[src/rtl/adu_pkg.sv]
`default_nettype none
// adu_pkg: widths, operation codes, queue item type and exponent table builder.
// Used by every module of the activation and derivative unit; no dependencies.
package adu_pkg;

  localparam int unsigned FRAC_BITS = 12;
  localparam int unsigned DW        = 16;
  localparam int unsigned FKW       = 2;
  localparam int unsigned AW        = DW + 1;
  localparam int unsigned DIG       = 4;
  localparam int unsigned NCHUNK    = (AW + DIG - 1) / DIG;
  localparam int unsigned AP        = NCHUNK * DIG;
  localparam int unsigned XW        = 32;
  localparam int unsigned XF        = XW - 1;
  localparam int unsigned QB        = FRAC_BITS + 2;
  localparam int unsigned MW        = (FRAC_BITS > DW - 1) ? FRAC_BITS : DW - 1;
  localparam int unsigned PW        = 2 * MW + 3;
  localparam int unsigned QDEPTH    = 4;
  localparam int unsigned QPW       = $clog2(QDEPTH);
  localparam int unsigned NPIPE     = NCHUNK + QB + 1;
  localparam int unsigned BK_STAGES = NPIPE + 1;

  localparam logic [63:0] ONE62 = 64'd1 << 62;

  typedef enum logic [FKW-1:0] {
    FK_SIGMOID,
    FK_TANH,
    FK_RELU,
    FK_PASS
  } fkind_e;

  typedef enum logic [2:0] {
    OP_SIG,
    OP_TANH,
    OP_RELU,
    OP_PASS,
    OP_DSIG,
    OP_DTANH,
    OP_DRELU,
    OP_DPASS
  } op_e;

  typedef struct packed {
    op_e                  op;
    logic                 neg;
    logic [AP-1:0]        arg;
    logic signed [DW-1:0] val;
  } item_t;

  function automatic logic [63:0] mul62(logic [63:0] a, logic [63:0] b);
    logic [127:0] p;
    p = {64'd0, a} * {64'd0, b};
    return p[125:62];
  endfunction

  // exp(-2^-FRAC_BITS) in Q2.62
  function automatic logic [63:0] exp_unit();
    logic [63:0] s;
    s = ONE62;
    s = s - (ONE62 >> FRAC_BITS);
    s = s + ((ONE62 >> (2 * FRAC_BITS)) / 2);
    s = s - ((ONE62 >> (3 * FRAC_BITS)) / 6);
    s = s + ((ONE62 >> (4 * FRAC_BITS)) / 24);
    s = s - ((ONE62 >> (5 * FRAC_BITS)) / 120);
    s = s + ((ONE62 >> (6 * FRAC_BITS)) / 720);
    s = s - ((ONE62 >> (7 * FRAC_BITS)) / 5040);
    s = s + ((ONE62 >> (8 * FRAC_BITS)) / 40320);
    return s;
  endfunction

  // exp(-d * 2^(c*DIG - FRAC_BITS)) in Q1.XF
  function automatic logic [XW-1:0] exp_tab(int unsigned c, int unsigned d);
    logic [63:0] base;
    logic [63:0] acc;
    int unsigned k;
    base = exp_unit();
    for (k = 0; k < c * DIG; k++) begin
      base = mul62(base, base);
    end
    acc = ONE62;
    for (k = 0; k < d; k++) begin
      acc = mul62(acc, base);
    end
    return acc[62-XF +: XW];
  endfunction

endpackage
`default_nettype wire

[src/rtl/adu_front.sv]
`default_nettype none
// adu_front: input beat intake, function kind register and item classification.
// Depends on adu_pkg; feeds adu_queue.
module adu_front import adu_pkg::*; (
  input  logic           clk_i,
  input  logic           rst_ni,
  input  logic           s_axis_tvalid_i,
  output logic           s_axis_tready_o,
  input  logic [DW-1:0]  s_axis_tdata_i,   // [15:0] value_in
  input  logic           s_axis_tuser_i,   // [0] command
  input  logic           cfg_we_i,
  input  logic [FKW-1:0] cfg_wdata_i,
  input  logic           full_i,
  output logic           push_o,
  output item_t          item_o
);

  fkind_e               fkind_q;
  logic signed [DW-1:0] val;
  logic                 neg;
  logic [DW-1:0]        mag;
  op_e                  op;

  always_ff @(posedge clk_i or negedge rst_ni) begin
    if (!rst_ni) begin
      fkind_q <= FK_SIGMOID;
    end else if (cfg_we_i) begin
      fkind_q <= fkind_e'(cfg_wdata_i);
    end
  end

  always_comb begin
    val = $signed(s_axis_tdata_i);
    neg = val[DW-1];
    mag = neg ? DW'(-val) : DW'(val);
    case (fkind_q)
      FK_SIGMOID: op = s_axis_tuser_i ? OP_DSIG : OP_SIG;
      FK_TANH:    op = s_axis_tuser_i ? OP_DTANH : OP_TANH;
      FK_RELU:    op = s_axis_tuser_i ? OP_DRELU : OP_RELU;
      default:    op = s_axis_tuser_i ? OP_DPASS : OP_PASS;
    endcase
    item_o.op  = op;
    item_o.neg = neg;
    item_o.val = val;
    item_o.arg = (op == OP_TANH) ? AP'({mag, 1'b0}) : AP'(mag);
  end

  assign s_axis_tready_o = !full_i;
  assign push_o          = s_axis_tvalid_i && !full_i;

endmodule
`default_nettype wire

[config.mk]
export PLATFORM = sky130hd
export DESIGN_NAME = adu_front
export DESIGN_NICKNAME = d
export VERILOG_FILES = /design/src/rtl/adu_pkg.sv /design/src/rtl/adu_front.sv
export SDC_FILE = /design/constraint.sdc
export NUM_CORES = 1
export LEC_CHECK = 0
export BUFFER_PORTS_ARGS = -buffer_cell sky130_fd_sc_hd__buf_2
export CAP_MARGIN = 20
export CORE_ASPECT_RATIO = 0.9
export CORE_UTILIZATION = 30
export DETAILED_ROUTE_END_ITERATION = 12
export PLACE_DENSITY = 0.71
export SYNTH_ARGS = -nofsm -noshare
export SYNTH_HDL_FRONTEND = slang
export SYNTH_SLANG_ARGS = --single-unit
export TNS_END_PERCENT = 100
[constraint.sdc]
create_clock -name clk_i -period 2.13 [get_ports clk_i]
set_clock_uncertainty 0.15 [all_clocks]
set_input_delay 0.1065 -clock clk_i [delete_from_list [all_inputs] [get_ports clk_i]]
set_output_delay 0.1065 -clock clk_i [all_outputs]
set_load 0.02 [all_outputs]
==> results by group <==
Run status
  – Status: finished clean

Detailed routing
  – First-pass detailed-route iteration total: 2
  – ANT nets after route: 0
  – Avg Vias per Cell: 4.49
  – DR WL/cell: 11.4 um
  – DRC: 0
  – Vias post-DR: 763
  – WL final: 1950 um
  – DRT iter0 DRCs: 8

Synth
  – Synth async-reset ratio: 100%
  – Syn Area/Cell: 8.14 um2
  – Top FF cell, synth: dfrtp_1
  – Dominant combinational cell family by area after synthesis: buffers and inverters
  – Synth Area in XOR/XNOR: 14.4%
  – Cell variety after synth: 32
  – Area leader, netlist: buf_4
  – Leading post-synthesis cells by cell area: buf_4 20%, mux2i_1 18%, xor2_1 12%
  – Mux contribution to synthesized area: 20.6%
  – Post-synth EDFFs: 0
  – Post-Synth Simple-Gate Area: 20.0%
  – Post-synthesis sequential area ratio: 6.34%
  – Synth Area in Compound Gates: 12.7%
  – Synth warnings: 0
  – Cell Area, Synth: 790 um2
  – Top cell type's share of synthesized area: 20.0%
  – Post-Synthesis Cells: 97
  – Post-synthesis register bit count: 2
  – Synth Area in Adders: 1.58%

Clock network
  – CTS tree: built
  – Num CTS Buffers: 3
  – Post-CTS resize count: 0
  – Clock root cell: clkbuf_4
  – Longest Clk Path Bufs: 2
  – Clock sinks: 2
  – Setup bufs post-CTS: 0
  – Clk_lat worst skew: 220 ps
  – Htree depth: 1
  – Clock transition at path regs: 30 ps

Worst setup path
  – Worst reg2reg path depth: 1
  – Max FO, Critical Path: 15
  – Type of element capturing the critical path: output pin
  – WS Path Type: reg2out
  – Worst EP required: 1870 ps
  – R2r endpoint: fkind_q[1]
  – Flop2flop setup slack: 1210 ps
  – Data arrival, critical path: 1560 ps
  – Startpoint class of the critical path: flop
  – R2r startpoint: fkind_q[1]

Min path
  – WHS Endpoint: fkind_q[0]
  – Hold crit path type: in2reg
  – Hold path startpoint: cfg_we_i
  – Hold Path Depth: 2

Layout
  – Antenna cells: 0
  – Layout Cells excl Fill: 170
  – Synth-to-layout area growth: 29.8%
  – Max reg flops: 2
  – Nets: 169
  – Fin util: 41.5%
  – Ratio of cells with drive above 1 in the final layout: 53.5%
  – Most frequent cells in the layout: 62 x buf_2, 14 x mux2i_1, 11 x xor2_1
  – Regs by FF count: fkind_q (2)
  – Biggest register: fkind_q
  – Most common cell after layout, fill and taps aside: buf_2
  – Design area: 1020 um2

Die
  – Initial Util: 32.0%
  – Die span in x: 56.1 um
  – Std cell rows: 17
  – Core ar.: 2470 um2
  – I/O pin cnt: 66
  – Die H: 50.7 um
  – Die area: 2840 um2

Timing
  – RSZ-0062 raised after global routing: false
  – Setup TNS: 0 ps
  – Max Freq: 0.552 GHz
  – Min cycle time layout: 1810 ps
  – Final Hold Viols: 0
  – Fin. max-slew vios: 0
  – Final Cycle Share: 85.1%
  – Fin Hold WS: 11.3 ps
  – Final setup margin: 317 ps
  – Final setup fails: 0

Global route
  – Maximum number of pins on one net before global-route repair: 18
  – Antenna violations before repair: 0
  – Overall routing resource usage: 13.1%
  – First-pass GRT wire length: 3060 um
  – Gr ovfl total: 0
  – Vias in the first global route: 740

Power
  – Peak VDD IR: 234 uV
  – Power per cell area: 412 nW/um2
  – Final Power: 422 uW
  – Pleak: 0.502 nW

Placed design
  – Final GP Congestion: 0.688
  – Post-DP Area: 972 um2
  – Final HPWL from detailed placement: 1610 um
  – DP Worst Slack: 295 ps
  – DP Cell Count: 164
  – I/O Buffers: 62

Run
  – MaxCap Viol Count: 0
==> cell families (layout without fill, tap and decap cells) <==
family                   Yosys count  in the layout
adder cells (fa/ha/maj)            1              1
buffers and inverters             29             72
AO/OA/AOI/OAI                     11             11
other                              1              3
multiplexers                      16             16
flip-flops                         2              2
XOR/XNOR                          13             13
AND/OR/NAND/NOR                   24             24
==> power by group <==
group	total (mW)	internal, mW	switching, mW
registers	0.0450	0.0421	0.00292
clock network	0.0840	0.0623	0.0217
logic	0.293	0.108	0.185
==> metal layers <==
metal	vias to the layer above	track usage (%)	part of all wire, %
met5	-	0	0
met4	0	2.44	0
met3	0	0	4.3
met2	28	29.0	57
met1	339	13.8	39
li1	396	-	-
==> cells in the mapped netlist (2+ instances only) <==
library cell	n
nor2b_1	2
inv_1	3
o21ai_0	2
buf_4	21
xor2_1	11
nand2_1	6
nand3_2	2
mux2_2	2
nor2_1	5
nor3_1	3
o31ai_1	2
mux2i_1	14
clkbuf_1	3
dfrtp_1	2
xnor2_1	2
==> worst max-delay path by stage <==
stage / slack (ps) / end / cells past startpoint / start
after detailed placement: 290 / item_o[29] / 7 / s_axis_tdata_i[4]
after global placement: 370 / item_o[30] / 7 / s_axis_tdata_i[4]
after global routing: 190 / item_o[30] / 7 / s_axis_tdata_i[4]
after floorplan: 260 / item_o[22] / 5 / fkind_q[1]
after CTS: 310 / item_o[29] / 7 / s_axis_tdata_i[4]
final: 320 / item_o[31] / 6 / fkind_q[1]
==> critical path: stages, from the launching register on <==
cell	delay (ps)
dfrtp_1	380
nor2_1	140
and2_1	140
buf_4	260
nor3_1	90
o21bai_1	160
buf_2	160
==> cell type report <==
| cell class | count | area, um2 |
|---|---|---|
| tap | 28 | 35.0 |
| sequential | 2 | 50.0 |
| clock buffer | 3 | 22.5 |
| inverter | 3 | 11.3 |
| timing repair buffer | 66 | 348 |
| multi-input combinational | 68 | 558 |
| fill | 272 | 1440 |
==> timing repair <==
item	in CTS	in global routing
endpoints found under the setup margin	0	0
endpoints found under the hold margin	4	0
hold buffers	3	0
No activity file was read; power rests on OpenSTA's default activity.
