`config.mk`:
```
export PLATFORM = sky130hd
export DESIGN_NAME = adu_queue
export DESIGN_NICKNAME = d
export VERILOG_FILES = /design/src/rtl/adu_pkg.sv /design/src/rtl/adu_queue.sv
export SDC_FILE = /design/constraint.sdc
export NUM_CORES = 1
export LEC_CHECK = 0
export BUFFER_PORTS_ARGS = -buffer_cell sky130_fd_sc_hd__buf_2
export CAP_MARGIN = 20
export CORE_ASPECT_RATIO = 0.9
export CORE_MARGIN = 5
export CORE_UTILIZATION = 40
export DETAILED_ROUTE_END_ITERATION = 16
export PLACE_DENSITY_LB_ADDON = 0.2
export REMOVE_ABC_BUFFERS = 1
export SLEW_MARGIN = 10
export SYNTH_ARGS = -nofsm -noshare
export SYNTH_HDL_FRONTEND = slang
export SYNTH_SLANG_ARGS = --single-unit
```
`constraint.sdc`:
```
create_clock -name clk_i -period 5.8 [get_ports clk_i]
set_input_delay 1.74 -clock clk_i [delete_from_list [all_inputs] [get_ports clk_i]]
set_output_delay 1.74 -clock clk_i [all_outputs]
set_load 0.01 [all_outputs]
```
`src/rtl/adu_pkg.sv`:
```
`default_nettype none
// adu_pkg: widths, operation codes, queue item type and exponent table builder.
// Used by every module of the activation and derivative unit; no dependencies.
package adu_pkg;

  localparam int unsigned FRAC_BITS = 12;
  localparam int unsigned DW        = 16;
  localparam int unsigned FKW       = 2;
  localparam int unsigned AW        = DW + 1;
  localparam int unsigned DIG       = 4;
  localparam int unsigned NCHUNK    = (AW + DIG - 1) / DIG;
  localparam int unsigned AP        = NCHUNK * DIG;
  localparam int unsigned XW        = 32;
  localparam int unsigned XF        = XW - 1;
  localparam int unsigned QB        = FRAC_BITS + 2;
  localparam int unsigned MW        = (FRAC_BITS > DW - 1) ? FRAC_BITS : DW - 1;
  localparam int unsigned PW        = 2 * MW + 3;
  localparam int unsigned QDEPTH    = 4;
  localparam int unsigned QPW       = $clog2(QDEPTH);
  localparam int unsigned NPIPE     = NCHUNK + QB + 1;
  localparam int unsigned BK_STAGES = NPIPE + 1;

  localparam logic [63:0] ONE62 = 64'd1 << 62;

  typedef enum logic [FKW-1:0] {
    FK_SIGMOID,
    FK_TANH,
    FK_RELU,
    FK_PASS
  } fkind_e;

  typedef enum logic [2:0] {
    OP_SIG,
    OP_TANH,
    OP_RELU,
    OP_PASS,
    OP_DSIG,
    OP_DTANH,
    OP_DRELU,
    OP_DPASS
  } op_e;

  typedef struct packed {
    op_e                  op;
    logic                 neg;
    logic [AP-1:0]        arg;
    logic signed [DW-1:0] val;
  } item_t;

  function automatic logic [63:0] mul62(logic [63:0] a, logic [63:0] b);
    logic [127:0] p;
    p = {64'd0, a} * {64'd0, b};
    return p[125:62];
  endfunction

  // exp(-2^-FRAC_BITS) in Q2.62
  function automatic logic [63:0] exp_unit();
    logic [63:0] s;
    s = ONE62;
    s = s - (ONE62 >> FRAC_BITS);
    s = s + ((ONE62 >> (2 * FRAC_BITS)) / 2);
    s = s - ((ONE62 >> (3 * FRAC_BITS)) / 6);
    s = s + ((ONE62 >> (4 * FRAC_BITS)) / 24);
    s = s - ((ONE62 >> (5 * FRAC_BITS)) / 120);
    s = s + ((ONE62 >> (6 * FRAC_BITS)) / 720);
    s = s - ((ONE62 >> (7 * FRAC_BITS)) / 5040);
    s = s + ((ONE62 >> (8 * FRAC_BITS)) / 40320);
    return s;
  endfunction

  // exp(-d * 2^(c*DIG - FRAC_BITS)) in Q1.XF
  function automatic logic [XW-1:0] exp_tab(int unsigned c, int unsigned d);
    logic [63:0] base;
    logic [63:0] acc;
    int unsigned k;
    base = exp_unit();
    for (k = 0; k < c * DIG; k++) begin
      base = mul62(base, base);
    end
    acc = ONE62;
    for (k = 0; k < d; k++) begin
      acc = mul62(acc, base);
    end
    return acc[62-XF +: XW];
  endfunction

endpackage
`default_nettype wire

```
`src/rtl/adu_queue.sv`:
```
`default_nettype none
// adu_queue: short item queue between the front and back parts.
// Depends on adu_pkg.
module adu_queue import adu_pkg::*; (
  input  logic  clk_i,
  input  logic  rst_ni,
  input  logic  push_i,
  input  item_t item_i,
  input  logic  pop_i,
  output logic  full_o,
  output logic  valid_o,
  output item_t head_o
);

  item_t          mem_q [QDEPTH];
  logic [QPW-1:0] wr_q;
  logic [QPW-1:0] rd_q;
  logic [QPW:0]   cnt_q;

  always_ff @(posedge clk_i or negedge rst_ni) begin
    if (!rst_ni) begin
      wr_q  <= '0;
      rd_q  <= '0;
      cnt_q <= '0;
    end else begin
      if (push_i) begin
        wr_q <= (wr_q == QPW'(QDEPTH - 1)) ? '0 : wr_q + 1'b1;
      end
      if (pop_i) begin
        rd_q <= (rd_q == QPW'(QDEPTH - 1)) ? '0 : rd_q + 1'b1;
      end
      case ({push_i, pop_i})
        2'b10:   cnt_q <= cnt_q + 1'b1;
        2'b01:   cnt_q <= cnt_q - 1'b1;
        default: cnt_q <= cnt_q;
      endcase
    end
  end

  always_ff @(posedge clk_i) begin
    if (push_i) begin
      mem_q[wr_q] <= item_i;
    end
  end

  assign full_o  = (cnt_q == (QPW + 1)'(QDEPTH));
  assign valid_o = (cnt_q != '0);
  assign head_o  = mem_q[rd_q];

endmodule
`default_nettype wire

```
==> results.sh <==
export IMPL_status="completed"
export IMPL_synthMuxAreaShare_pct=15.1
export IMPL_postRouteAntennaNets=0
export IMPL_netlist_instances=245
export IMPL_post_cts_buffers=0
export IMPL_grt_use_total_pct=12.9
export IMPL_clkLatencyLatePin_ns=0.42
export IMPL_num_antenna_cells=0
export IMPL_synthTopCellsByArea="edfxtp_1 77%, mux4_2 14%, dfrtp_1 2.8%"
export IMPL_maxSlewViolCount=0
export IMPL_dieArea_um2=18200
export IMPL_place_hpwl_um=6370
export IMPL_totalWireLength_um=10800
export IMPL_ir_worst_vdd_mv=0.250
export IMPL_p_comb_share_pct=24.8
export IMPL_placed_cells=526
export IMPL_gp_congestion=0.636
export IMPL_p_clk_share_pct=27.6
export IMPL_tritoncts="yes"
export IMPL_end_kind="output port"
export IMPL_vias=2756
export IMPL_fin_crit_sh_pct=69.1
export IMPL_grt_pass1_wl_um=17100
export IMPL_num_rows=43
export IMPL_path_max_fanout=43
export IMPL_internal_power_mw=2.60
export IMPL_synthAdderAreaFrac_pct=1.52
export IMPL_die_x_um=142
export IMPL_rsz0062_at_grt="no"
export IMPL_tns_ns=0
export IMPL_path_class="reg2out"
export IMPL_cts_path_max_buffers=2
export IMPL_grt_max_degree=44
export IMPL_p_per_area_nw_per_um2=487
export IMPL_stdcell_count=559
export IMPL_setup_violations_final=0
export IMPL_die_h_um=128
export IMPL_post_cts_resized=0
export IMPL_critPathLaunchType="flip-flop"
export IMPL_finClkSkew_ns=0.00566
export IMPL_worst_pin_slew_ns=0.868
export IMPL_timing_hold_violations_final=0
export IMPL_routedWlPerCell_um=19.2
export IMPL_yosys_register_bits=167
export IMPL_cp_required_ns=4.06
export IMPL_avgSynthCellArea_um2=25.5
export IMPL_netlist_area_leader_share_pct=77.0
export IMPL_reg2reg_from="wr_q[0]"
export IMPL_hold_depth=1
export IMPL_start_util_pct=40.7
export IMPL_syn_cell_area_um2=6240
export IMPL_cts_hold_buf=0
export IMPL_clock_sinks=167
export IMPL_drv_cap=0
export IMPL_multiInputGateArea_um2=1130
export IMPL_clkSlewWorstSetupHoldPaths_ns=0.06
export IMPL_r2r_cells=4
export IMPL_viasPerCell=4.93
export IMPL_seq_area_um2=4980
export IMPL_placed_cell_area_um2=6840
export IMPL_yosys_area_share_xor_xnor_pct=0.421
export IMPL_cts_root_buf="clkbuf_16"
export IMPL_yosys_warnings=0
export IMPL_drt_iter0_drc=137
export IMPL_area_growth_pct=18.4
export IMPL_drcViolationCount=0
export IMPL_setup_worst_path_start="rd_q[0]"
export IMPL_yosys_area_share_simple_pct=0.903
export IMPL_portBuffers=85
export IMPL_overflow=0
export IMPL_min_path_type="reg2reg"
export IMPL_numCtsBuffers=17
export IMPL_synth_compound_area_share_pct=0.161
export IMPL_h_tree_depth=4
export IMPL_sequentialPowerShare_pct=47.6
export IMPL_synth_seq_area_share_pct=79.9
export IMPL_p_leak_nw=2.54
export IMPL_fp_coreArea_um2=15300
export IMPL_io_pins=86
export IMPL_arrival_ns=2.27
export IMPL_fin_area_um2=7380
export IMPL_min_period_ns=4.01
export IMPL_hold_start="cnt_q[2]"
export IMPL_slew_headroom_pct=42.2
export IMPL_p_sw_share_pct=27.8
export IMPL_yosys_area_top_type="edfxtp_1"
export IMPL_antenna_found_initial=1
export IMPL_yosysUniqueCellTypes=20
export IMPL_fmax_ghz=0.250
export IMPL_netSwitchingPower_uw=999
export IMPL_drtPass1Iterations=4
export IMPL_nets=395
export IMPL_synth_top_family_by_area="multiplexers"
export IMPL_num_fill_cells=1276
export IMPL_drive_above_1_share_pct=45.4
export IMPL_grt_pass1_vias=3094
[per-stage QoR]
| stage | setup slack, ns | hold slack, ns | util (%) | total power [mW] |
|---|---|---|---|---|
| detailed placement | 2.17 | 0.493 | 44.6 | 2.66 |
| floorplan | 1.61 | 0.447 | - | 2.28 |
| finish | 1.79 | 0.515 | 48.2 | 3.60 |
| global route | 1.59 | 0.523 | 48.2 | 3.81 |
| CTS | 1.70 | 0.511 | 48.0 | 3.67 |
| global placement | 2.16 | 0.464 | 44.6 | 2.65 |
[synth_stat cells]
cell type / n
buf_12: 4
buf_2: 4
xnor2_1: 2
nand2_1: 1
edfxtp_1: 160
o21ai_0: 2
mux4_2: 38
clkbuf_1: 1
xor2_1: 1
mux2_2: 3
nor3b_1: 1
inv_1: 3
dfrtp_1: 7
nor2_1: 2
ha_1: 6
fa_1: 1
mux4_1: 2
buf_6: 1
or3_1: 2
and2_1: 4
[area by class of cell]
cell class / instances / share of cell area [%]
clock buffer: 21 / 5.97
clock inverter: 11 / 1.14
inverter: 3 / 0.153
multi-input combinational: 65 / 15.4
sequential: 167 / 67.5
tap: 202 / 3.42
timing repair buffer: 90 / 6.44
[registers in the layout, indices dropped and copies added (netlist names)]
signal  count
wr_q        2
rd_q        2
mem_q     160
cnt_q       3
[per-layer routing]
layer  part of all wire [%]  vias to the layer above  track usage (%)
met5                   0.12                        -                0
met4                    1.4                        2             5.42
met3                    6.1                       17             4.72
met2                     50                       73             20.1
met1                     43                     1430             16.5
li1                       -                     1234                -
[worst max-delay path, stage by stage (launching register included)]
cell and delay, ns:
dfrtp_4 1.00, mux4_1 0.68, buf_2 0.16
[cell usage in the layout, fill, tap and decap left out, drive strengths merged]
cell | synthesis | routed
clkbuf | 1 | 21
or3 | 2 | 2
nor3b | 1 | 1
dfrtp | 7 | 7
clkinv | 0 | 7
clkinvlp | 0 | 3
o21ai | 2 | 2
xnor2 | 2 | 2
edfxtp | 160 | 160
fa | 1 | 1
nand2 | 1 | 1
and2 | 4 | 4
mux2 | 3 | 3
buf | 9 | 90
inv | 3 | 3
ha | 6 | 6
bufinv | 0 | 1
mux4 | 40 | 40
xor2 | 1 | 1
nor2 | 2 | 2
[path summary, 6_finish.rpt]
check | to | slack (ns)
max | head_o[39] | 1.79
min | cnt_q[2] | 0.51
max reg2reg | mem_q[2][36] | 3.87
min reg2reg | cnt_q[2] | 0.51
max in group asynchronous | rd_q[0] | 4.46
min in group asynchronous | cnt_q[1] | 1.15
[cells by family after synthesis]
kind of cell | after synthesis
xor gates and xnor gates | 3
and+or+nand+nor | 10
adders and majority gates | 7
muxes | 43
buffers and inverters | 13
AOI/OAI and AO/OA | 2
DFF | 167
[power groups by stage]
| stage | Combinational (mW) | Sequential (mW) | Clock (mW) |
|---|---|---|---|
| 5_1_grt | 0.967 | 1.75 | 1.09 |
| 6_report | 0.891 | 1.71 | 0.995 |
| 4_1_cts | 0.869 | 1.77 | 1.03 |
| 2_1_floorplan | 0.562 | 1.71 | 0 |
| 3_3_place_gp | 0.864 | 1.78 | 0 |
| 3_5_place_dp | 0.866 | 1.80 | 0 |
(Power assumes the default switching activity.)
